===== src/rtl/gwm_pkg.sv =====
package gwm_pkg;

    // Pattern storage as seen on the configuration port.
    localparam int DEF_MAX_PATTERN = 48;
    localparam int CFG_WORDS       = 6;
    localparam int CFG_WORD_W      = 64;
    localparam int CFG_IDX_W       = 3;
    localparam int LEN_W           = 6;
    localparam int CHAR_W          = 8;

    // Register indexes. Pattern words take indexes 0 to 5.
    localparam logic [CFG_IDX_W-1:0] REG_CHARS_LAST = 3'd5;
    localparam logic [CFG_IDX_W-1:0] REG_LENGTH     = 3'd6;

    localparam logic [CHAR_W-1:0] STAR_BYTE = 8'h2A;
    localparam logic [CHAR_W-1:0] ANY_BYTE  = 8'h3F;

    // Position vectors are handled at the widest legal size; unused bits stay zero.
    localparam int VEC_W       = 65;
    localparam int SCAN_LEVELS = 7;

    localparam int QUEUE_DEPTH = 2;

    typedef struct packed {
        logic [CHAR_W-1:0] text_char;
        logic              char_present;
        logic              last;
    } item_t;

    typedef struct packed {
        logic full;
        logic empty;
    } queue_status_t;

    typedef struct packed {
        logic take;
        logic take_last;
        logic fresh;
    } back_status_t;

    // Parallel prefix over (generate, propagate): bit j ends up set when some
    // bit i <= j generates and every bit above i up to j propagates. This
    // closes a position vector over runs of stars in log2 levels.
    function automatic logic [VEC_W-1:0] star_scan(input logic [VEC_W-1:0] gen,
                                                    input logic [VEC_W-1:0] prop);
        logic [VEC_W-1:0] g;
        logic [VEC_W-1:0] p;
        logic [VEC_W-1:0] g_n;
        logic [VEC_W-1:0] p_n;
        g = gen;
        p = prop;
        for (int lvl = 0; lvl < SCAN_LEVELS; lvl++) begin
            g_n = g;
            p_n = p;
            for (int j = (1 << lvl); j < VEC_W; j++) begin
                g_n[j] = g[j] | (p[j] & g[j - (1 << lvl)]);
                p_n[j] = p[j] & p[j - (1 << lvl)];
            end
            g = g_n;
            p = p_n;
        end
        return g;
    endfunction

endpackage


===== src/rtl/gwm_front.sv =====
module gwm_front (
    input  logic                  aclk,
    input  logic                  aresetn,
    input  logic                  s_tvalid,
    output logic                  s_tready,
    input  logic [7:0]            s_tdata,
    input  logic [0:0]            s_tuser,
    input  logic                  s_tlast,
    input  logic                  q_full,
    output logic                  push,
    output gwm_pkg::item_t        push_item
);
    import gwm_pkg::*;

    logic  f_valid_reg;
    logic  f_valid_next;
    item_t f_item_reg;
    item_t f_item_next;
    logic  accept;

    assign push      = f_valid_reg && !q_full;
    assign push_item = f_item_reg;
    assign s_tready  = !f_valid_reg || !q_full;
    assign accept    = s_tvalid && s_tready;

    // Words with no byte that do not end the text change nothing and are dropped here.
    always_comb begin
        f_valid_next = f_valid_reg && !push;
        f_item_next  = f_item_reg;
        if (accept) begin
            f_valid_next            = s_tuser[0] || s_tlast;
            f_item_next.text_char    = s_tdata;
            f_item_next.char_present = s_tuser[0];
            f_item_next.last         = s_tlast;
        end
    end

    always_ff @(posedge aclk) begin
        if (!aresetn) begin
            f_valid_reg <= 1'b0;
        end else begin
            f_valid_reg <= f_valid_next;
        end
        f_item_reg <= f_item_next;
    end

endmodule


===== src/rtl/gwm_queue.sv =====
module gwm_queue (
    input  logic                    aclk,
    input  logic                    aresetn,
    input  logic                    push,
    input  gwm_pkg::item_t          push_item,
    input  logic                    pop,
    output gwm_pkg::item_t          head_item,
    output gwm_pkg::queue_status_t  status
);
    import gwm_pkg::*;

    localparam int PTR_W = $clog2(QUEUE_DEPTH);

    item_t            entry_reg [QUEUE_DEPTH];
    logic [PTR_W-1:0] wr_ptr_reg;
    logic [PTR_W-1:0] wr_ptr_next;
    logic [PTR_W-1:0] rd_ptr_reg;
    logic [PTR_W-1:0] rd_ptr_next;
    logic [PTR_W:0]   count_reg;
    logic [PTR_W:0]   count_next;
    logic             do_push;
    logic             do_pop;

    assign status.full  = (count_reg == (PTR_W+1)'(QUEUE_DEPTH));
    assign status.empty = (count_reg == '0);
    assign do_push      = push && !status.full;
    assign do_pop       = pop && !status.empty;
    assign head_item    = entry_reg[rd_ptr_reg];

    always_comb begin
        wr_ptr_next = wr_ptr_reg + PTR_W'(do_push);
        rd_ptr_next = rd_ptr_reg + PTR_W'(do_pop);
        count_next  = count_reg + (PTR_W+1)'(do_push) - (PTR_W+1)'(do_pop);
    end

    always_ff @(posedge aclk) begin
        if (!aresetn) begin
            wr_ptr_reg <= '0;
            rd_ptr_reg <= '0;
            count_reg  <= '0;
        end else begin
            wr_ptr_reg <= wr_ptr_next;
            rd_ptr_reg <= rd_ptr_next;
            count_reg  <= count_next;
        end
        if (do_push) begin
            entry_reg[wr_ptr_reg] <= push_item;
        end
    end

endmodule


===== src/rtl/gwm_back.sv =====
module gwm_back #(
    parameter int MAX_PATTERN = gwm_pkg::DEF_MAX_PATTERN
) (
    input  logic                                 aclk,
    input  logic                                 aresetn,
    input  logic                                 q_valid,
    input  gwm_pkg::item_t                       item,
    output logic                                 pop,
    input  logic [gwm_pkg::CHAR_W-1:0]           pat_byte [MAX_PATTERN],
    input  logic [MAX_PATTERN:0]                 in_use,
    input  logic [MAX_PATTERN:0]                 star_mask,
    input  logic [MAX_PATTERN:0]                 start_vec,
    input  logic [$clog2(MAX_PATTERN+1)-1:0]     used_len,
    input  logic                                 reload,
    output logic                                 m_tvalid,
    input  logic                                 m_tready,
    output logic                                 matched,
    output gwm_pkg::back_status_t                status
);
    import gwm_pkg::*;

    logic [MAX_PATTERN:0] live_reg;
    logic [MAX_PATTERN:0] live_next;
    logic                 fresh_reg;
    logic                 fresh_next;
    logic                 m_valid_reg;
    logic                 m_valid_next;
    logic                 m_matched_reg;
    logic                 m_matched_next;
    logic [MAX_PATTERN:0] cur_vec;
    logic [MAX_PATTERN:0] gen_vec;
    logic [VEC_W-1:0]     scan_vec;
    logic [MAX_PATTERN:0] step_vec;
    logic [MAX_PATTERN:0] end_vec;
    logic                 take;

    // While fresh, the live vector equals the start vector of the current pattern.
    assign cur_vec = fresh_reg ? start_vec : live_reg;
    assign take    = q_valid && (!item.last || !m_valid_reg || m_tready);
    assign pop     = take;

    always_comb begin
        gen_vec = '0;
        for (int j = 1; j <= MAX_PATTERN; j++) begin
            if (star_mask[j]) begin
                gen_vec[j] = cur_vec[j];
            end else if (in_use[j] && (pat_byte[j-1] == ANY_BYTE ||
                                        pat_byte[j-1] == item.text_char)) begin
                gen_vec[j] = cur_vec[j-1];
            end
        end
        scan_vec = star_scan(VEC_W'(gen_vec), VEC_W'(star_mask));
        step_vec = scan_vec[MAX_PATTERN:0];
        end_vec  = item.char_present ? step_vec : cur_vec;
    end

    always_comb begin
        live_next      = live_reg;
        fresh_next     = fresh_reg;
        m_valid_next   = m_valid_reg && !m_tready;
        m_matched_next = m_matched_reg;
        if (take) begin
            live_next = end_vec;
            if (item.last) begin
                fresh_next     = 1'b1;
                m_valid_next   = 1'b1;
                m_matched_next = end_vec[used_len];
            end else begin
                fresh_next = 1'b0;
            end
        end
        if (reload) begin
            fresh_next = 1'b1;
        end
    end

    always_ff @(posedge aclk) begin
        if (!aresetn) begin
            fresh_reg   <= 1'b1;
            m_valid_reg <= 1'b0;
        end else begin
            fresh_reg   <= fresh_next;
            m_valid_reg <= m_valid_next;
        end
        live_reg      <= live_next;
        m_matched_reg <= m_matched_next;
    end

    assign m_tvalid         = m_valid_reg;
    assign matched          = m_matched_reg;
    assign status.take      = take;
    assign status.take_last = take && item.last;
    assign status.fresh     = fresh_reg;

endmodule


===== src/rtl/glob_wildcard_matcher.sv =====
// Glob matcher for streamed text: '?' in the pattern matches any one byte, '*' matches
// any run of bytes including none, and every other pattern byte matches only itself
// (a pattern '*' is a wildcard even against a '*' in the text). Write the pattern bytes
// into registers 0 to 5 (byte 0 in the low bits of register 0) and the length into
// register 6; a length above MAX_PATTERN counts as MAX_PATTERN, and a write to index 0 to 6
// restarts matching. Text words carry one byte in s_tdata with s_tuser[0] set; a word with
// s_tuser[0] clear carries no byte, and s_tlast ends the text, so a lone word with
// s_tuser[0] clear and s_tlast set ends an empty text. Each text produces one result
// word whose bit 0 says whether the whole text matched the whole pattern. The block
// takes one word every clock cycle unless a result held on m_tready fills the queue; each
// byte moves a vector of live pattern positions in one step, closed over runs of stars by
// a seven level prefix network, and a queue between the input register and the matching
// stage keeps both sides running while a result waits on m_tready. Results are registered.
// No clearing pass follows reset.
module glob_wildcard_matcher #(
    parameter int MAX_PATTERN = gwm_pkg::DEF_MAX_PATTERN
) (
    input  logic                            aclk,
    input  logic                            aresetn,
    // Text input.
    input  logic                            s_tvalid,
    output logic                            s_tready,
    input  logic [7:0]                      s_tdata,    // [7:0] text_char
    input  logic [0:0]                      s_tuser,    // [0] char_present
    input  logic                            s_tlast,    // last
    // Match results.
    output logic                            m_tvalid,
    input  logic                            m_tready,
    output logic [7:0]                      m_tdata,    // [0] matched, [7:1] zero
    // Configuration writes.
    input  logic                            cfg_wr_en,
    input  logic [gwm_pkg::CFG_IDX_W-1:0]   cfg_wr_index,
    input  logic [gwm_pkg::CFG_WORD_W-1:0]  cfg_wr_data
);
    import gwm_pkg::*;

    localparam int NLEN_W = $clog2(MAX_PATTERN + 1);

    logic [CFG_WORD_W-1:0] pat_reg [CFG_WORDS];
    logic [LEN_W-1:0]      len_reg;
    logic [CHAR_W-1:0]     pat_byte [MAX_PATTERN];
    logic [NLEN_W-1:0]     used_len;
    logic [MAX_PATTERN:0]  in_use;
    logic [MAX_PATTERN:0]  star_mask;
    logic [VEC_W-1:0]      start_scan;
    logic [MAX_PATTERN:0]  start_vec;
    logic                  reload;

    logic          push;
    item_t         push_item;
    item_t         head_item;
    queue_status_t q_status;
    back_status_t  b_status;
    logic          pop;
    logic          matched;

    // Configuration registers. Indexes past the length register are ignored.
    assign reload = cfg_wr_en && (cfg_wr_index <= REG_LENGTH);

    always_ff @(posedge aclk) begin
        if (!aresetn) begin
            for (int w = 0; w < CFG_WORDS; w++) begin
                pat_reg[w] <= '0;
            end
            len_reg <= '0;
        end else if (cfg_wr_en) begin
            if (cfg_wr_index <= REG_CHARS_LAST) begin
                pat_reg[cfg_wr_index] <= cfg_wr_data;
            end else if (cfg_wr_index == REG_LENGTH) begin
                len_reg <= cfg_wr_data[LEN_W-1:0];
            end
        end
    end

    // Pattern decode. Bytes past the register file read as zero.
    genvar k;
    generate
        for (k = 0; k < MAX_PATTERN; k++) begin : g_pat
            if (k < CFG_WORDS * 8) begin : g_stored
                assign pat_byte[k] = pat_reg[k / 8][(k % 8) * 8 +: 8];
            end else begin : g_zero
                assign pat_byte[k] = '0;
            end
            assign in_use[k+1]    = (k < int'(used_len));
            assign star_mask[k+1] = in_use[k+1] && (pat_byte[k] == STAR_BYTE);
        end
    endgenerate

    assign in_use[0]    = 1'b1;
    assign star_mask[0] = 1'b0;
    assign used_len     = (int'(len_reg) > MAX_PATTERN) ? NLEN_W'(MAX_PATTERN)
                                                        : NLEN_W'(len_reg);

    // Start vector: position zero, then closed over any leading stars.
    assign start_scan = star_scan(VEC_W'(1), VEC_W'(star_mask));
    assign start_vec  = start_scan[MAX_PATTERN:0];

    gwm_front u_front (
        .aclk      (aclk),
        .aresetn   (aresetn),
        .s_tvalid  (s_tvalid),
        .s_tready  (s_tready),
        .s_tdata   (s_tdata),
        .s_tuser   (s_tuser),
        .s_tlast   (s_tlast),
        .q_full    (q_status.full),
        .push      (push),
        .push_item (push_item)
    );

    gwm_queue u_queue (
        .aclk      (aclk),
        .aresetn   (aresetn),
        .push      (push),
        .push_item (push_item),
        .pop       (pop),
        .head_item (head_item),
        .status    (q_status)
    );

    gwm_back #(
        .MAX_PATTERN (MAX_PATTERN)
    ) u_back (
        .aclk      (aclk),
        .aresetn   (aresetn),
        .q_valid   (!q_status.empty),
        .item      (head_item),
        .pop       (pop),
        .pat_byte  (pat_byte),
        .in_use    (in_use),
        .star_mask (star_mask),
        .start_vec (start_vec),
        .used_len  (used_len),
        .reload    (reload),
        .m_tvalid  (m_tvalid),
        .m_tready  (m_tready),
        .matched   (matched),
        .status    (b_status)
    );

    assign m_tdata = {7'b0, matched};

    // The queue can never report full and empty together.
    a_queue_state: assert property (@(posedge aclk) disable iff (!aresetn)
        !(q_status.full && q_status.empty))
        else $error("queue reports full and empty at once");

    // A result only appears after the matching stage takes a word that ends a text.
    a_result_source: assert property (@(posedge aclk) disable iff (!aresetn)
        (!m_tvalid && !b_status.take_last) |=> !m_tvalid)
        else $error("result word appeared without an ending text word");

    // A register write always restarts matching from the start vector.
    a_cfg_restart: assert property (@(posedge aclk) disable iff (!aresetn)
        reload |=> b_status.fresh)
        else $error("configuration write did not restart matching");

    // The matching stage never takes a word from an empty queue.
    a_take_nonempty: assert property (@(posedge aclk) disable iff (!aresetn)
        b_status.take |-> !q_status.empty)
        else $error("matching stage took a word from an empty queue");

endmodule

===== config.mk =====
export PLATFORM = sky130hd
export DESIGN_NAME = glob_wildcard_matcher
export DESIGN_NICKNAME = d
export VERILOG_FILES = /design/src/rtl/gwm_pkg.sv /design/src/rtl/gwm_front.sv /design/src/rtl/gwm_queue.sv /design/src/rtl/gwm_back.sv /design/src/rtl/glob_wildcard_matcher.sv
export SDC_FILE = /design/constraint.sdc
export NUM_CORES = 1
export LEC_CHECK = 0
export ABC_AREA = 1
export BUFFER_PORTS_ARGS = -buffer_cell sky130_fd_sc_hd__buf_2
export CORE_MARGIN = 2
export CORE_UTILIZATION = 41
export CTS_CLUSTER_SIZE = 28
export DETAILED_ROUTE_END_ITERATION = 12
export PLACE_DENSITY = 0.57
export SYNTH_ARGS = -nofsm -noshare
export SYNTH_HDL_FRONTEND = slang
export SYNTH_SLANG_ARGS = --single-unit

===== constraint.sdc =====
create_clock -name aclk -period 4.84 [get_ports aclk]
set_input_delay 0.242 -clock aclk [delete_from_list [all_inputs] [get_ports aclk]]
set_output_delay 0.242 -clock aclk [all_outputs]
set_load 0.005 [all_outputs]

==> metrics.txt, run 1 <==
post-synthesis cell count=4520; Layout fillers=8136; share of synthesized registers carrying an async set or reset=0%; worst flop-to-flop path startpoint=len_reg[2]; result of the run=completed; most common library cells after synthesis=sky130_fd_sc_hd__nand2_1, sky130_fd_sc_hd__nor2_1, sky130_fd_sc_hd__inv_1; leak pwr=16.6 nW; largest fanout on the critical path=7; kind of path behind the tightest hold check=input pin to flip-flop; effective utilization at floorplan=41.2%; Data required, critical path=5.37 ns; share of the cycle needed by the critical path after routing=94.9%; setup slack after layout=0.248 ns; number of nets in the layout=4864; Clock Sinks=478; kind of cell adding the most delay to the critical path=simple AND/OR/NAND/NOR gates; proportion of layout cells with a drive suffix above 1=12.2%; die outline width=288 um; routed length per instance=22.9 um; first drt pass iteration count=6; Yosys warnings=0; Routed Wire Length=135000 um; post-synth top area share=42.2%; number of library cell types mapped by synthesis=65; Boundary Pins=92; Buf/Inv on CP=3; Total Die Area=0.0829 mm2; Skew-Pair Late Insertion Delay=0.67 ns; startpoint kind of the worst setup timing path=flip-flop; critical path type=flip-flop to flip-flop; setup repair after global routing missed its margin=no; reg2reg path depth=27; Top cell by count, worst path=sky130_fd_sc_hd__nand2_1; number of register bits inferred by synthesis=478; critical register-to-register path endpoint=u_back.matched; setup bufs post-CTS=0; launching instance or port of the critical path=len_reg[2]; routed vias/inst=5.31; count of final hold-check violations=0; TritonCTS Buffers=55; post-layout utilization of the core=47.8%; area grow syn2layout=15.9%; final HPWL from detailed placement=104000 um; worst-case hold slack=0.0976 ns; Main synth FF type=sky130_fd_sc_hd__edfxtp_1; number of buffers on the longest clock path=3; remaining global-route overflow=0; violation count after the first detailed-route iteration=3418; number of DRC violations after detailed routing=0; total count of max-transition violations in the final report=0; Setup violations, final=0; Die Span Y=288 um; highest ir drop seen on vdd=0.323 mV; global routing usage summed across all routing layers=32.2%; final estimated routing congestion in global placement=1.03; EDFF count, synth=464; power density relative to cell area=382 mW/mm2; Slowest Stage Delay on Critical Path=0.50 ns; path length in cells of the critical path=27; H-tree level count=2; row count=104; internal reg-to-reg setup slack=0.25 ns; CTS Root Buffer Type=sky130_fd_sc_hd__clkbuf_16; Max Clock Skew=0.0359 ns; largest net degree at the start of global routing=65; CTS clk-pin slew, worst paths=0.07 ns; fraction of the yosys area taken by sequential cells=43.0%; achievable frequency=0.218 GHz; Worst setup EP type=flip-flop; biggest area contributors in the synthesized netlist=sky130_fd_sc_hd__edfxtp_1, sky130_fd_sc_hd__nand2_1, sky130_fd_sc_hd__nor2_1, sky130_fd_sc_hd__inv_1, sky130_fd_sc_hd__xor2_1; port bufs=84; initial antenna violation count=0; data arrival at the endpoint of the critical path=5.12 ns; clock tree from TritonCTS=yes; worst slack after detailed placement=-0.196 ns; Tot Pwr=0.0146 W; most area-hungry cell type in the Yosys netlist=sky130_fd_sc_hd__edfxtp_1; final total negative setup slack=0 ns; transition time at the pin with the least slew margin=1.07 ns; area inside the core boundary=0.0802 mm2; Slowest-stage cell, CP=sky130_fd_sc_hd__dfxtp_1; post-layout minimum cycle time=4.59 ns; cell with the most instances after synthesis=sky130_fd_sc_hd__nand2_1; number of flip-flops under the largest register name=384; number of vias in the routed layout=31200; max-cap violation count=0; relative max-transition margin=28.3%; number of nets with antenna violations after routing=0; post-synthesis average cell area=7.31 um2; post-synthesis instance area=0.0331 mm2; capture point of the worst path=u_back.matched; global-route wire length before repair=194000 um; vias in the first global route=29500
==> cell families after synthesis <==
logic type	synth area share (%)
AOI/OAI and AO/OA	4.30
xor gates and xnor gates	6.70
adders and majority gates	0.151
buffers and inverters	9.43
DFF	43.0
other	0.0113
and+or+nand+nor	36.4
==> stage by stage <==
step,instance area (um2),cells
after CTS,38300,5880
after global routing,38300,5880
after detailed placement,35600,5705
after global placement,35600,5705
after floorplan,33100,4526
final,38300,5882
==> report_power, final <==
| group | leakage (nW) | internal (W) | total, W | switching [W] |
|---|---|---|---|---|
| clock network | 0.910 | 0.00261 | 0.00448 | 0.00187 |
| logic | 11.1 | 0.00153 | 0.00470 | 0.00317 |
| registers | 4.61 | 0.00515 | 0.00545 | 0.000295 |
| total | 16.6 | 0.00929 | 0.0146 | 0.00533 |
==> metal layers <==
layer	vias to the layer above	GRT usage (%)	wire (um)
met5	-	0	0
met4	0	15.1	7060
met3	259	5.40	11000
met2	1361	52.3	61500
met1	14700	42.0	55400
li1	14800	-	-
==> cell usage in the layout (no fill, tap or decap), types with 6 or more instances in the layout <==
cell type,instances
sky130_fd_sc_hd__nand2_1,1305
sky130_fd_sc_hd__nor2_1,788
sky130_fd_sc_hd__inv_1,584
sky130_fd_sc_hd__edfxtp_1,464
sky130_fd_sc_hd__nand3_1,247
sky130_fd_sc_hd__buf_4,155
sky130_fd_sc_hd__xor2_1,142
sky130_fd_sc_hd__xnor2_1,111
sky130_fd_sc_hd__nand4_1,102
sky130_fd_sc_hd__a21oi_1,102
sky130_fd_sc_hd__nor3_1,97
sky130_fd_sc_hd__buf_2,84
sky130_fd_sc_hd__dlygate4sd3_1,76
sky130_fd_sc_hd__nand2_2,56
sky130_fd_sc_hd__clkbuf_16,55
sky130_fd_sc_hd__o21ai_0,50
sky130_fd_sc_hd__nor2_2,44
sky130_fd_sc_hd__inv_2,37
sky130_fd_sc_hd__or2_2,36
sky130_fd_sc_hd__nor4_1,18
sky130_fd_sc_hd__o21ai_1,17
sky130_fd_sc_hd__buf_12,16
sky130_fd_sc_hd__nand3b_1,13
sky130_fd_sc_hd__nor2_4,12
sky130_fd_sc_hd__nand3_2,12
sky130_fd_sc_hd__o211ai_1,12
sky130_fd_sc_hd__dfxtp_1,11
sky130_fd_sc_hd__clkbuf_1,11
sky130_fd_sc_hd__o21ai_2,10
sky130_fd_sc_hd__nand3_4,9
sky130_fd_sc_hd__clkinv_1,9
sky130_fd_sc_hd__bufinv_16,9
sky130_fd_sc_hd__a31oi_1,8
sky130_fd_sc_hd__clkinv_2,7
sky130_fd_sc_hd__a22oi_1,7
sky130_fd_sc_hd__conb_1,7
sky130_fd_sc_hd__nand2_4,6
sky130_fd_sc_hd__a21oi_2,6
sky130_fd_sc_hd__nor3b_1,6
==> how the worst min path moves through the flow <==
| stage | from | to | cells past startpoint |
|---|---|---|---|
| 6_report | aresetn | u_queue.count_reg[0] | 4 |
| 3_5_place_dp | s_tdata[2] | u_front.push_item[4] | 1 |
| 4_1_cts | aresetn | u_queue.count_reg[0] | 4 |
| 5_1_grt | aresetn | u_queue.count_reg[0] | 4 |
| 2_1_floorplan | s_tlast | u_front.push_item[0] | 0 |
| 3_3_place_gp | s_tdata[7] | u_front.push_item[9] | 1 |
==> worst register-to-register path, stage by stage, from the launching register on <==
cell and delay, ns:
sky130_fd_sc_hd__dfxtp_1 0.50, sky130_fd_sc_hd__buf_4 0.20, sky130_fd_sc_hd__nand3_4 0.13, sky130_fd_sc_hd__inv_2 0.20, sky130_fd_sc_hd__nand2_1 0.15, sky130_fd_sc_hd__o21ai_1 0.46, sky130_fd_sc_hd__nand2_1 0.23, sky130_fd_sc_hd__nor2_2 0.29
sky130_fd_sc_hd__nand2_1 0.17, sky130_fd_sc_hd__nor2_1 0.13, sky130_fd_sc_hd__nand2_1 0.11, sky130_fd_sc_hd__nor3_2 0.32, sky130_fd_sc_hd__nor2_1 0.19, sky130_fd_sc_hd__o21ai_1 0.27, sky130_fd_sc_hd__a21oi_1 0.07, sky130_fd_sc_hd__nand2_1 0.16
sky130_fd_sc_hd__a21oi_1 0.09, sky130_fd_sc_hd__nand3_1 0.09, sky130_fd_sc_hd__nand2_1 0.05, sky130_fd_sc_hd__nand2_1 0.08, sky130_fd_sc_hd__nand2_1 0.05, sky130_fd_sc_hd__nand2_1 0.09, sky130_fd_sc_hd__inv_1 0.04, sky130_fd_sc_hd__nand2_1 0.06
sky130_fd_sc_hd__nand2_1 0.05, sky130_fd_sc_hd__nand3_1 0.12, sky130_fd_sc_hd__nand2_1 0.10, sky130_fd_sc_hd__nand2_1 0.06
==> final cells by class <==
type / instances / area, um2 / share of cell area, %
sequential: 478 / 14200 / 37.1
clock inverter: 31 / 450 / 1.18
clock buffer: 68 / 1450 / 3.77
tap: 1060 / 1330 / 3.46
antenna: 2 / 5.00 / 0.0131
multi-input combinational: 3287 / 15800 / 41.4
timing repair buffer: 331 / 2670 / 6.96
inverter: 625 / 2350 / 6.14
==> what timing repair did <==
item / in CTS / in global routing
hold buffers: 76 / 0
resized for setup: 1 / 6
endpoints found under the setup margin: 1 / 1
hold endpoints to repair: 109 / 0
pin swaps: 0 / 0
Note: power is estimated with default switching activity, not from simulation.
==> inputs of run 2 (changes only) <==
CORE_UTILIZATION = 40   (was 41)
PLACE_DENSITY = 0.56   (was 0.57)
==> metrics.txt, run 2 (same netlist as run 1, synthesis figures left out) <==
routed vias/inst=5.31; Setup violations, final=0; max-cap violation count=0; Slowest Stage Delay on Critical Path=0.44 ns; number of nets in the layout=4835; Total Die Area=0.0850 mm2; Worst setup EP type=flip-flop; setup bufs post-CTS=0; share of the cycle needed by the critical path after routing=95.3%; share of power burned in the clock network=28.6%; proportion of layout cells with a drive suffix above 1=11.4%; clock tree from TritonCTS=yes; effective utilization at floorplan=40.3%; Die Span Y=291 um; CTS Root Buffer Type=sky130_fd_sc_hd__clkbuf_16; critical path type=flip-flop to flip-flop; leak pwr=16.3 nW; Routed Wire Length=134000 um; post-layout minimum cycle time=4.61 ns; row count=105; Skew-Pair Late Insertion Delay=0.64 ns; initial antenna violation count=4; Max Clock Skew=0.0272 ns; power density relative to cell area=377 mW/mm2; highest ir drop seen on vdd=0.328 mV; largest net degree at the start of global routing=67; Gate power share=33.3%; number of flip-flops under the largest register name=384; Top cell by count, worst path=sky130_fd_sc_hd__nand2_1; setup repair after global routing missed its margin=no; Buf/Inv on CP=4; number of nets with antenna violations after routing=0; area grow syn2layout=14.6%; CTS clk-pin slew, worst paths=0.07 ns; remaining global-route overflow=0; Flop pwr share=38.1%; final estimated routing congestion in global placement=1.04; count of final hold-check violations=0; number of vias in the routed layout=31100; relative max-transition margin=19.2%; area inside the core boundary=0.0820 mm2; routed length per instance=22.9 um; violation count after the first detailed-route iteration=3751; most common library cell in the layout ignoring fill and taps=sky130_fd_sc_hd__nand2_1; vias in the first global route=29500; post-route design area=0.0379 mm2; data arrival at the endpoint of the critical path=5.00 ns; H-tree level count=2; TritonCTS Buffers=56; Data required, critical path=5.23 ns; port bufs=84; global-route wire length before repair=193000 um; number of DRC violations after detailed routing=0; switching portion of total power=37.2%; result of the run=completed; Boundary Pins=92; largest fanout on the critical path=17; kind of path behind the tightest hold check=input pin to flip-flop; kind of cell adding the most delay to the critical path=simple AND/OR/NAND/NOR gates; global routing usage summed across all routing layers=31.1%; die outline width=291 um; Int Power=0.00897 W; first drt pass iteration count=9; achievable frequency=0.217 GHz; Clock Sinks=478; transition time at the pin with the least slew margin=1.20 ns; number of buffers on the longest clock path=3; Placed Area=0.0354 mm2; power dissipated by switching net loads=0.00531 W; final total negative setup slack=0 ns; total count of max-transition violations in the final report=0; Slowest-stage cell, CP=sky130_fd_sc_hd__nand2_1; commonest cells after routing, fill and taps aside=sky130_fd_sc_hd__nand2_1, sky130_fd_sc_hd__nor2_1, sky130_fd_sc_hd__inv_1, sky130_fd_sc_hd__edfxtp_1, sky130_fd_sc_hd__nand3_1; startpoint kind of the worst setup timing path=flip-flop; final HPWL from detailed placement=104000 um
## run 2: what timing repair did
item                                    CTS  global route
endpoints found under the setup margin    0             1
hold buffers                             75             0
hold endpoints to repair                 85             0
resized for setup                         0             1
## run 2: path summary, 6_finish.rpt
kind                        start                      end  slack, ns  depth (start not counted)
max                     flip-flop           u_back.matched       0.23                         28
min               cfg_wr_data[56]           pat_reg[4][56]       0.02                          3
max reg2reg             flip-flop           u_back.matched       0.23                         28
min reg2reg  u_front.push_item[9]  u_queue.entry_reg[1][9]       0.44                          0
## run 2: layout make-up
class                      instances  area [um2]
timing repair buffer             301        2420
multi-input combinational       3287       15800
clock buffer                      74        1490
inverter                         625        2350
sequential                       478       14200
tap                             1070        1340
clock inverter                    26         214
antenna                            1        2.50
fill                            8355       44100
## run 2: worst register-to-register path: cells and delay by family (launching register included)
kind                   cells  cell delay (ns)
AOI/OAI and AO/OA          4             0.70
DFF                        1             0.43
buffers and inverters      4             0.77
and+or+nand+nor           20             2.47
## run 2: metrics by stage
stage | hold WS [ns] | cells | util (%) | power, W | setup slack (ns)
after floorplan | 0.341 | 4526 | - | 0.00840 | 0.249
after global placement | 0.419 | 5686 | 43.2 | 0.0101 | 0.217
after detailed placement | 0.421 | 5686 | 43.2 | 0.0102 | 0.296
after CTS | 0.00484 | 5861 | 46.2 | 0.0143 | 0.261
after global routing | 0.0357 | 5861 | 46.2 | 0.0149 | 0.0663
final | 0.0217 | 5862 | 46.2 | 0.0143 | 0.229
## run 2: routing by layer
layer	vias to the layer above	routed length [um]	part of all wire (%)	track usage (%)
li1	14800	-	-	-
met3	297	11100	8.3	4.99
met1	14600	54900	41	41.0
met4	6	6800	5.1	14.2
met5	-	36	0.027	0
met2	1410	61100	46	50.3
## run 2: power by group through the flow
stage	combinational, W	sequential, W	clock (W)
after floorplan	0.00294	0.00545	0
after global placement	0.00462	0.00550	0
after detailed placement	0.00464	0.00552	0
after CTS	0.00470	0.00544	0.00412
after global routing	0.00509	0.00550	0.00429
final	0.00476	0.00544	0.00409
